[src/rtl/mlfp_pkg.sv]
// Shared types, constants and the CRC-8 helper for the MSP/LTM frame parser.
package mlfp_pkg;

    // Largest MSP payload the input buffer holds, in bytes
    localparam logic [15:0] INBUF_SIZE = 16'd256;

    // LTM payload lengths per frame type
    localparam logic [4:0] LTM_A_LEN = 5'd6;
    localparam logic [4:0] LTM_G_LEN = 5'd14;
    localparam logic [4:0] LTM_S_LEN = 5'd7;

    // Framing characters
    localparam logic [7:0] CH_DOLLAR = 8'h24;   // '$'
    localparam logic [7:0] CH_M      = 8'h4D;   // 'M'
    localparam logic [7:0] CH_X      = 8'h58;   // 'X'
    localparam logic [7:0] CH_T      = 8'h54;   // 'T'
    localparam logic [7:0] CH_GT     = 8'h3E;   // '>'
    localparam logic [7:0] CH_A      = 8'h41;   // 'A'
    localparam logic [7:0] CH_G      = 8'h47;   // 'G'
    localparam logic [7:0] CH_N      = 8'h4E;   // 'N'
    localparam logic [7:0] CH_O      = 8'h4F;   // 'O'
    localparam logic [7:0] CH_S      = 8'h53;   // 'S'

    // v1 command that tunnels a v2 frame, and the least v1 size it needs
    localparam logic [7:0]  TUNNEL_CMD      = 8'hFF;
    localparam logic [15:0] TUNNEL_MIN_SIZE = 16'd6;

    // CRC-8 DVB-S2 polynomial
    localparam logic [7:0] CRC8_POLY = 8'hD5;

    // Buffer targets / frame kinds
    localparam logic TGT_MSP = 1'b0;
    localparam logic TGT_LTM = 1'b1;

    // MSP version codes
    localparam logic [1:0] MSP_V1     = 2'd0;
    localparam logic [1:0] MSP_V2_TUN = 2'd1;
    localparam logic [1:0] MSP_V2_NAT = 2'd2;

    // LTM type codes
    localparam logic [2:0] LTM_KIND_A = 3'd0;
    localparam logic [2:0] LTM_KIND_G = 3'd1;
    localparam logic [2:0] LTM_KIND_N = 3'd2;
    localparam logic [2:0] LTM_KIND_O = 3'd3;
    localparam logic [2:0] LTM_KIND_S = 3'd4;
    localparam logic [2:0] LTM_KIND_X = 3'd5;

    typedef enum logic [3:0] {
        ST_IDLE    = 4'd0,
        ST_START   = 4'd1,
        ST_LTM_HDR = 4'd2,
        ST_LTM_PAY = 4'd3,
        ST_LTM_CK  = 4'd4,
        ST_M       = 4'd5,
        ST_X       = 4'd6,
        ST_V1_HDR  = 4'd7,
        ST_V1_PAY  = 4'd8,
        ST_V1_CK   = 4'd9,
        ST_TUN_HDR = 4'd10,
        ST_TUN_PAY = 4'd11,
        ST_TUN_CK  = 4'd12,
        ST_NAT_HDR = 4'd13,
        ST_NAT_PAY = 4'd14,
        ST_NAT_CK  = 4'd15
    } parser_state_t;

    // One result word
    typedef struct packed {
        logic        accepted;
        logic        store_valid;
        logic        store_target;
        logic [7:0]  store_index;
        logic [7:0]  store_byte;
        logic        frame_done;
        logic        frame_kind;
        logic [1:0]  msp_version;
        logic [15:0] command;
        logic [7:0]  cmd_flags;
        logic [8:0]  payload_size;
        logic [2:0]  ltm_frame_type;
    } result_t;

    // One byte of CRC-8 DVB-S2, MSB first, init handled by caller
    function automatic logic [7:0] crc8_step(input logic [7:0] crc, input logic [7:0] b);
        logic [7:0] c;
        c = crc ^ b;
        for (int i = 0; i < 8; i++) begin
            c = c[7] ? ((c << 1) ^ CRC8_POLY) : (c << 1);
        end
        return c;
    endfunction

endpackage

[src/rtl/msp_ltm_frame_parser.sv]
// Byte-serial parser for MSP v1, MSP v2 (tunneled and native) and LTM telemetry frames.

// The parser takes one received byte per word on the slave stream and returns
// one result word per byte on the master stream: whether the byte was taken
// into a frame, the buffer write it causes (target, index, value) and, on the
// byte that closes a frame with a good check, frame_done with the frame's
// version, command, flags and size or its LTM type. A byte is accepted every
// cycle while the result register is empty or being drained; the result appears
// in the cycle after its byte, and the single output register sets that rate.
// Bad header bytes, oversize lengths and failed checks send the parser back to idle.
module msp_ltm_frame_parser (
    input  logic        clk,
    input  logic        rst_n,

    input  logic        s_axis_tvalid,
    output logic        s_axis_tready,
    input  logic [7:0]  s_axis_tdata,   // [7:0] data_byte

    output logic        m_axis_tvalid,
    input  logic        m_axis_tready,
    // [0] accepted, [1] store_valid, [9:2] store_index, [17:10] store_byte,
    // [18] frame_done, [20:19] msp_version, [36:21] command, [44:37] cmd_flags,
    // [53:45] payload_size, [56:54] ltm_frame_type, [63:57] zero
    output logic [63:0] m_axis_tdata,
    // [0] store_target, [1] frame_kind
    output logic [1:0]  m_axis_tuser
);
    import mlfp_pkg::*;

    parser_state_t state_reg, state_next;
    logic [1:0]    version_reg, version_next;
    logic [7:0]    xor_sum_reg, xor_sum_next;
    logic [7:0]    crc_sum_reg, crc_sum_next;
    logic [15:0]   byte_offset_reg, byte_offset_next;
    logic [15:0]   expected_size_reg, expected_size_next;
    logic [15:0]   command_reg, command_next;
    logic [7:0]    flags_reg, flags_next;
    logic [2:0]    ltm_kind_reg, ltm_kind_next;
    logic [4:0]    ltm_count_reg, ltm_count_next;

    // Header bytes of the current frame; the last header byte is used live
    logic [7:0]    hdr_mem [0:5];
    logic          hdr_we;

    logic          out_valid_reg;
    result_t       result_reg;
    result_t       res;

    logic          in_accept;
    logic [7:0]    b;
    logic [15:0]   off_inc;
    logic [7:0]    crc_new;
    logic [4:0]    cnt_inc;
    logic [4:0]    ltm_len;
    logic [15:0]   size;

    // Handshake: take a byte whenever the result register is free or draining
    assign s_axis_tready = !out_valid_reg || m_axis_tready;
    assign in_accept     = s_axis_tvalid && s_axis_tready;

    assign b       = s_axis_tdata;
    assign off_inc = byte_offset_reg + 16'd1;
    assign crc_new = crc8_step(crc_sum_reg, b);
    assign cnt_inc = ltm_count_reg + 5'd1;

    // LTM payload length for the current type
    always_comb
    begin
        case (ltm_kind_reg)
            LTM_KIND_G, LTM_KIND_O: ltm_len = LTM_G_LEN;
            LTM_KIND_S:             ltm_len = LTM_S_LEN;
            default:                ltm_len = LTM_A_LEN;
        endcase
    end

    // Next state and result for the byte at the input
    always_comb
    begin
        state_next         = state_reg;
        version_next       = version_reg;
        xor_sum_next       = xor_sum_reg;
        crc_sum_next       = crc_sum_reg;
        byte_offset_next   = byte_offset_reg;
        expected_size_next = expected_size_reg;
        command_next       = command_reg;
        flags_next         = flags_reg;
        ltm_kind_next      = ltm_kind_reg;
        ltm_count_next     = ltm_count_reg;
        hdr_we             = 1'b0;
        size               = 16'd0;
        res                = '0;
        res.accepted       = 1'b1;

        unique case (state_reg)
            ST_START:
            begin
                if (b == CH_M) begin
                    state_next = ST_M;
                end else if (b == CH_X) begin
                    state_next = ST_X;
                end else if (b == CH_T) begin
                    state_next       = ST_LTM_HDR;
                    res.store_valid  = 1'b1;
                    res.store_target = TGT_LTM;
                    res.store_index  = 8'd1;
                    res.store_byte   = b;
                end else begin
                    state_next = ST_IDLE;
                end
            end

            ST_LTM_HDR:
            begin
                state_next = ST_LTM_PAY;
                case (b)
                    CH_A:    ltm_kind_next = LTM_KIND_A;
                    CH_G:    ltm_kind_next = LTM_KIND_G;
                    CH_N:    ltm_kind_next = LTM_KIND_N;
                    CH_O:    ltm_kind_next = LTM_KIND_O;
                    CH_S:    ltm_kind_next = LTM_KIND_S;
                    CH_X:    ltm_kind_next = LTM_KIND_X;
                    default: state_next    = ST_IDLE;
                endcase
                res.store_valid  = 1'b1;
                res.store_target = TGT_LTM;
                res.store_index  = 8'd2;
                res.store_byte   = b;
                ltm_count_next   = 5'd0;
            end

            ST_LTM_PAY:
            begin
                ltm_count_next   = cnt_inc;
                res.store_valid  = 1'b1;
                res.store_target = TGT_LTM;
                res.store_index  = 8'd2 + {3'd0, cnt_inc};
                res.store_byte   = b;
                xor_sum_next     = xor_sum_reg ^ b;
                if (cnt_inc == ltm_len) begin
                    state_next = ST_LTM_CK;
                end
            end

            ST_LTM_CK:
            begin
                res.store_valid  = 1'b1;
                res.store_target = TGT_LTM;
                res.store_index  = 8'd3 + {3'd0, ltm_count_reg};
                res.store_byte   = b;
                if (xor_sum_reg == b) begin
                    res.frame_done     = 1'b1;
                    res.frame_kind     = TGT_LTM;
                    res.ltm_frame_type = ltm_kind_reg;
                end
                state_next = ST_IDLE;
            end

            ST_M:
            begin
                if (b == CH_GT) begin
                    byte_offset_next = 16'd0;
                    xor_sum_next     = 8'd0;
                    crc_sum_next     = 8'd0;
                    state_next       = ST_V1_HDR;
                end else begin
                    state_next = ST_IDLE;
                end
            end

            ST_X:
            begin
                if (b == CH_GT) begin
                    byte_offset_next = 16'd0;
                    crc_sum_next     = 8'd0;
                    version_next     = MSP_V2_NAT;
                    state_next       = ST_NAT_HDR;
                end else begin
                    state_next = ST_IDLE;
                end
            end

            ST_V1_HDR:
            begin
                res.store_valid  = 1'b1;
                res.store_index  = byte_offset_reg[7:0];
                res.store_byte   = b;
                hdr_we           = 1'b1;
                byte_offset_next = off_inc;
                xor_sum_next     = xor_sum_reg ^ b;
                // size, cmd complete
                if (off_inc == 16'd2) begin
                    size = {8'd0, hdr_mem[0]};
                    if (size > INBUF_SIZE) begin
                        state_next = ST_IDLE;
                    end else if (b == TUNNEL_CMD) begin
                        if (size >= TUNNEL_MIN_SIZE) begin
                            version_next = MSP_V2_TUN;
                            state_next   = ST_TUN_HDR;
                        end else begin
                            state_next = ST_IDLE;
                        end
                    end else begin
                        expected_size_next = size;
                        command_next       = {8'd0, b};
                        flags_next         = 8'd0;
                        byte_offset_next   = 16'd0;
                        state_next         = (size != 16'd0) ? ST_V1_PAY : ST_V1_CK;
                    end
                end
            end

            ST_V1_PAY:
            begin
                xor_sum_next     = xor_sum_reg ^ b;
                res.store_valid  = 1'b1;
                res.store_index  = byte_offset_reg[7:0];
                res.store_byte   = b;
                byte_offset_next = off_inc;
                if (off_inc == expected_size_reg) begin
                    state_next = ST_V1_CK;
                end
            end

            ST_V1_CK:
            begin
                if (xor_sum_reg == b) begin
                    res.frame_done   = 1'b1;
                    res.frame_kind   = TGT_MSP;
                    res.msp_version  = version_reg;
                    res.command      = command_reg;
                    res.cmd_flags    = flags_reg;
                    res.payload_size = expected_size_reg[8:0];
                end
                state_next = ST_IDLE;
            end

            ST_TUN_HDR:
            begin
                res.store_valid  = 1'b1;
                res.store_index  = byte_offset_reg[7:0];
                res.store_byte   = b;
                hdr_we           = 1'b1;
                byte_offset_next = off_inc;
                xor_sum_next     = xor_sum_reg ^ b;
                crc_sum_next     = crc_new;
                // flags, cmd16, size16 complete after the v1 header
                if (off_inc == 16'd7) begin
                    size               = {b, hdr_mem[5]};
                    expected_size_next = size;
                    if (size > INBUF_SIZE) begin
                        state_next = ST_IDLE;
                    end else begin
                        command_next     = {hdr_mem[4], hdr_mem[3]};
                        flags_next       = hdr_mem[2];
                        byte_offset_next = 16'd0;
                        state_next       = (size != 16'd0) ? ST_TUN_PAY : ST_TUN_CK;
                    end
                end
            end

            ST_TUN_PAY:
            begin
                crc_sum_next     = crc_new;
                xor_sum_next     = xor_sum_reg ^ b;
                res.store_valid  = 1'b1;
                res.store_index  = byte_offset_reg[7:0];
                res.store_byte   = b;
                byte_offset_next = off_inc;
                if (off_inc == expected_size_reg) begin
                    state_next = ST_TUN_CK;
                end
            end

            ST_TUN_CK:
            begin
                // inner crc, folded into the outer xor that follows
                xor_sum_next = xor_sum_reg ^ b;
                state_next   = (crc_sum_reg == b) ? ST_V1_CK : ST_IDLE;
            end

            ST_NAT_HDR:
            begin
                res.store_valid  = 1'b1;
                res.store_index  = byte_offset_reg[7:0];
                res.store_byte   = b;
                hdr_we           = 1'b1;
                byte_offset_next = off_inc;
                crc_sum_next     = crc_new;
                if (off_inc == 16'd5) begin
                    size               = {b, hdr_mem[3]};
                    expected_size_next = size;
                    if (size > INBUF_SIZE) begin
                        state_next = ST_IDLE;
                    end else begin
                        command_next     = {hdr_mem[2], hdr_mem[1]};
                        flags_next       = hdr_mem[0];
                        byte_offset_next = 16'd0;
                        state_next       = (size != 16'd0) ? ST_NAT_PAY : ST_NAT_CK;
                    end
                end
            end

            ST_NAT_PAY:
            begin
                crc_sum_next     = crc_new;
                res.store_valid  = 1'b1;
                res.store_index  = byte_offset_reg[7:0];
                res.store_byte   = b;
                byte_offset_next = off_inc;
                if (off_inc == expected_size_reg) begin
                    state_next = ST_NAT_CK;
                end
            end

            ST_NAT_CK:
            begin
                if (crc_sum_reg == b) begin
                    res.frame_done   = 1'b1;
                    res.frame_kind   = TGT_MSP;
                    res.msp_version  = version_reg;
                    res.command      = command_reg;
                    res.cmd_flags    = flags_reg;
                    res.payload_size = expected_size_reg[8:0];
                end
                state_next = ST_IDLE;
            end

            default:
            begin
                // idle: hunt for frame start
                state_next = ST_IDLE;
                if (b == CH_DOLLAR) begin
                    version_next     = MSP_V1;
                    state_next       = ST_START;
                    res.store_valid  = 1'b1;
                    res.store_target = TGT_LTM;
                    res.store_index  = 8'd0;
                    res.store_byte   = b;
                    ltm_count_next   = 5'd0;
                    xor_sum_next     = 8'd0;
                end else begin
                    res.accepted = 1'b0;
                end
            end
        endcase
    end

    // Parser control registers
    always_ff @(posedge clk or negedge rst_n)
    begin
        if (!rst_n) begin
            state_reg         <= ST_IDLE;
            version_reg       <= MSP_V1;
            xor_sum_reg       <= 8'd0;
            crc_sum_reg       <= 8'd0;
            byte_offset_reg   <= 16'd0;
            expected_size_reg <= 16'd0;
            command_reg       <= 16'd0;
            flags_reg         <= 8'd0;
            ltm_kind_reg      <= LTM_KIND_A;
            ltm_count_reg     <= 5'd0;
        end else if (in_accept) begin
            state_reg         <= state_next;
            version_reg       <= version_next;
            xor_sum_reg       <= xor_sum_next;
            crc_sum_reg       <= crc_sum_next;
            byte_offset_reg   <= byte_offset_next;
            expected_size_reg <= expected_size_next;
            command_reg       <= command_next;
            flags_reg         <= flags_next;
            ltm_kind_reg      <= ltm_kind_next;
            ltm_count_reg     <= ltm_count_next;
        end
    end

    // Header byte store
    always_ff @(posedge clk)
    begin
        if (in_accept && hdr_we && (byte_offset_reg < 16'd6)) begin
            hdr_mem[byte_offset_reg[2:0]] <= b;
        end
    end

    // Result register
    always_ff @(posedge clk or negedge rst_n)
    begin
        if (!rst_n) begin
            out_valid_reg <= 1'b0;
        end else if (in_accept) begin
            out_valid_reg <= 1'b1;
        end else if (m_axis_tready) begin
            out_valid_reg <= 1'b0;
        end
    end

    always_ff @(posedge clk)
    begin
        if (in_accept) begin
            result_reg <= res;
        end
    end

    assign m_axis_tvalid = out_valid_reg;
    assign m_axis_tdata  = {7'd0,
                            result_reg.ltm_frame_type,
                            result_reg.payload_size,
                            result_reg.cmd_flags,
                            result_reg.command,
                            result_reg.msp_version,
                            result_reg.frame_done,
                            result_reg.store_byte,
                            result_reg.store_index,
                            result_reg.store_valid,
                            result_reg.accepted};
    assign m_axis_tuser  = {result_reg.frame_kind, result_reg.store_target};

    // Checks
    a_done_returns_idle: assert property (@(posedge clk) disable iff (!rst_n)
        in_accept && res.frame_done |=> state_reg == ST_IDLE)
        else $error("parser not idle after a completed frame");

    a_msp_check_not_stored: assert property (@(posedge clk) disable iff (!rst_n)
        in_accept && res.frame_done && (res.frame_kind == TGT_MSP) |-> !res.store_valid)
        else $error("MSP check byte written to buffer");

    a_reject_only_idle: assert property (@(posedge clk) disable iff (!rst_n)
        in_accept && !res.accepted |-> state_reg == ST_IDLE)
        else $error("byte rejected outside idle");

    a_payload_in_range: assert property (@(posedge clk) disable iff (!rst_n)
        (state_reg == ST_V1_PAY || state_reg == ST_TUN_PAY || state_reg == ST_NAT_PAY)
        |-> (byte_offset_reg < expected_size_reg) && (expected_size_reg <= INBUF_SIZE))
        else $error("payload offset beyond frame size");

endmodule
[config.mk]
export PLATFORM = sky130hd
export DESIGN_NAME = msp_ltm_frame_parser
export DESIGN_NICKNAME = d
export VERILOG_FILES = /design/src/rtl/mlfp_pkg.sv /design/src/rtl/msp_ltm_frame_parser.sv
export SDC_FILE = /design/constraint.sdc
export NUM_CORES = 1
export LEC_CHECK = 0
export ABC_AREA = 1
export BUFFER_PORTS_ARGS = -buffer_cell sky130_fd_sc_hd__buf_2
export CORE_MARGIN = 1
export CORE_UTILIZATION = 38
export DETAILED_ROUTE_END_ITERATION = 10
export HOLD_SLACK_MARGIN = 0.1
export SLEW_MARGIN = 20
export SYNTH_ARGS = -nofsm -noshare
export SYNTH_HDL_FRONTEND = slang
export SYNTH_SLANG_ARGS = --single-unit
[constraint.sdc]
create_clock -name clk -period 4.3 [get_ports clk]
set_input_delay 0.215 -clock clk [delete_from_list [all_inputs] [get_ports clk]]
set_output_delay 0.215 -clock clk [all_outputs]
set_load 0.03 [all_outputs]
==> key figures <==
Synth
  • XOR/XNOR Fraction of Synth Area: 3.23%
  • Ys flop type: edfxtp_1
  • Cell Area, Synth: 10200 µm²
  • Post-synthesis adder-cell area fraction: 0.977%
  • Flip-flop and latch count after synthesis: 194
  • Simple-gate share of the synthesized area: 26.4%
  • List of most frequent post-synthesis cells: nand2_1 (327), inv_1 (126), edfxtp_1 (107)
  • Yosys cell types: 48
  • Synth warnings: 0
  • Top cell type by total area after synthesis: edfxtp_1
  • Yosys top cell area share: 31.4%
  • Post-Syn Instances: 1169
  • Post-synth EDFFs: 107
  • Largest family of logic cells by synthesized area: simple AND/OR/NAND/NOR gates
  • Largest cells by area after synthesis: edfxtp_1 (31%), dfrtp_1 (21%), nand2_1 (12%)
  • Compound-cell area share of the yosys netlist: 9.22%
  • Most numerous cell in the Yosys netlist: nand2_1
  • Mux contribution to synthesized area: 0.0977%
  • Async S/R FF share, synth: 44.8%
  • Sequential area share after synthesis: 52.6%
  • Avg Inst Size Synth: 8.76 µm²

Layout
  • Final cell count without fillers: 1582
  • Area delta synth->final: 12.6%
  • Largest register FFs: 57
  • # diodes: 0
  • Share of layout cells above drive strength 1: 13.2%
  • Final nets: 1254
  • Fin util: 43.9%

CTS
  • Clock Latency Late Sink: 0.44 ns
  • CTS H-tree depth: 4
  • Total clock sinks: 194
  • CTS Buf Count: 17
  • Root Buffer: clkbuf_16
  • CTS tree: yes
  • Post-CTS setup repair buffer count: 0
  • Clock buffer depth: 2
  • Worst-path clk slew: 0.08 ns

STA
  • Final min period: 3.30 ns
  • Worst slew pin tran: 1.04 ns
  • Max Freq: 303 MHz
  • Final hold violation count: 0
  • RSZ-0062 raised after global routing: false
  • Tcrit/Tclk final: 76.7%
  • Clock Skews: 0.0161 ns
  • Setup total negative slack: 0 ns
  • Final slew viol count: 0
  • Slew HR: 30.5%
  • Setup violations, final: 0

Routing
  • Top sig layer: met4
  • DRT Pass-1 Iters: 10
  • Vias per cell: 5.27
  • DR WL met2: 12300 µm
  • Wire per inst: 17.1 µm
  • Final ANT Viol Nets: 0
  • # DRC: 5
  • Met1 wire length: 12400 µm
  • Metal3 WL: 1680 µm
  • WL final: 27100 µm
  • Drt first-iter violations: 857
  • Vias: 8330

Placed design
  • Port-buffer cells: 72
  • Placed insts: 1548
  • RePlAce Congestion: 0.965
  • Final HPWL DP: 19700 µm

Floorplanning
  • Chip width: 166 µm
  • Core box area: 26300 µm²
  • Rows: 59
  • Starting Density: 39.0%
  • Die Y-Extent: 166 µm
  • Top Ports: 80
  • Die ar.: 27600 µm²

Power and ir drop
  • Worst VDD drop: 279 µV
  • Leakage: 5.17 nW
  • Pwr dens: 346 nW/µm²

Critical path
  • CP arrival: 3.65 ns
  • Startpoint types: flop
  • Worst setup EP type: flop
  • CP Max Fanout: 21
  • CP Data Required Time: 4.66 ns
  • Setup CP Type: reg2reg

Run status
  • Status: finished with violations
  • Failing checks: DRC

Global routing
  • Global route total overflow: 0
  • Initial antenna violation count: 0
  • First-pass GRT wire length: 43900 µm
  • Largest net degree at the start of global routing: 60
  • Vias in the first global route: 7990
  • Gr usage total: 20.5%

Worst hold path
  • Hold WC Path Type: in2reg

Flow run
  • Max-Cap Viols: 0
==> worst max-delay path, cell delays in order, from the launching register on <==
cell and delay, ns:
dfrtp_1 0.46, nand2_1 0.15, inv_1 0.05, nand2_1 0.08, inv_1 0.32, nor2_2 0.74
inv_2 0.27, o21ai_0 0.51, o21ai_0 0.24, inv_2 0.21, nand2_1 0.07, o211ai_1 0.09
==> cells by family (layout without fill, tap and decap cells) <==
| logic type | after synthesis | after routing |
|---|---|---|
| xor+xnor | 36 | 36 |
| fa+ha+maj | 8 | 8 |
| other cells | 1 | 7 |
| compound gates | 142 | 142 |
| mux | 1 | 1 |
| simple gates | 605 | 605 |
| buf+inv | 182 | 254 |
| flops | 194 | 194 |
==> timing repair <==
| item | in CTS | in global routing |
|---|---|---|
| endpoints found under the hold margin | 45 | 0 |
| hold buffers | 2 | 0 |
| resized for setup | 0 | 0 |
==> routing by layer <==
layer,global-route usage [%],vias to the layer above
met2,33.2,290
met1,28.2,3955
met3,2.88,40
li1,-,4045
met4,7.35,0
met5,0,-
==> power breakdown <==
| group | switching, mW | total, mW | internal [mW] |
|---|---|---|---|
| Clock | 0.762 | 1.66 | 0.899 |
| Sequential | 0.00928 | 2.00 | 1.99 |
| Combinational | 0.241 | 0.322 | 0.0814 |
==> area by class of cell <==
class | instances | area, µm²
Fill cell | 2578 | 14700
Sequential cell | 194 | 5390
Multi-Input combinational cell | 799 | 4120
Inverter | 134 | 503
Timing Repair Buffer | 88 | 488
Clock buffer | 19 | 443
Tap cell | 335 | 419
Clock inverter | 13 | 170
==> path summary, 6_finish.rpt <==
check	start	endpoint	slack, ns	cells after the start
worst min register to register	command_reg[9]	command_reg[9]	0.47	2
max in group asynchronous	rst_n	ltm_count_reg[0]	2.93	3
worst max register to register	state_reg[3]	crc_sum_reg[5]	1.00	11
min in group asynchronous	rst_n	byte_offset_reg[6]	0.32	2
worst min-delay path	s_axis_tvalid	m_axis_tvalid	0.16	3
worst max-delay path	state_reg[3]	crc_sum_reg[5]	1.00	11
==> layout by cell type, fill, tap and decap left out, types with 3 or more instances in the layout <==
cell	count
edfxtp_1	107
nor4_1	4
nor2_1	90
a221oi_1	10
conb_1	7
nand3b_1	6
buf_2	71
nor2_2	5
ha_1	8
nand4_1	26
clkinvlp_4	3
nand3_1	83
nand2_2	4
o21ai_2	19
dfrtp_1	87
o22ai_1	9
o2111ai_1	3
inv_1	125
nor3b_1	27
clkinv_1	3
o21ai_0	49
nand2_4	3
o21ai_1	6
inv_2	6
nand2_1	327
o211ai_1	3
a41oi_1	13
o31ai_1	6
a21oi_1	13
xnor2_1	15
xor2_1	19
nor3_1	23
inv_8	4
clkbuf_16	17
buf_4	15
==> stage by stage <==
step	power (mW)	setup slack [ns]	hold WS, ns	cell area (µm²)
5_1_grt	4.11	0.808	0.172	11500
2_1_floorplan	2.27	0.628	-0.0806	10300
3_3_place_gp	2.36	1.11	0.261	10900
6_report	3.99	1.00	0.165	11500
4_1_cts	4.01	1.09	0.158	11500
3_5_place_dp	2.37	1.13	0.276	10900
Note: power is estimated with default switching activity, not from simulation.
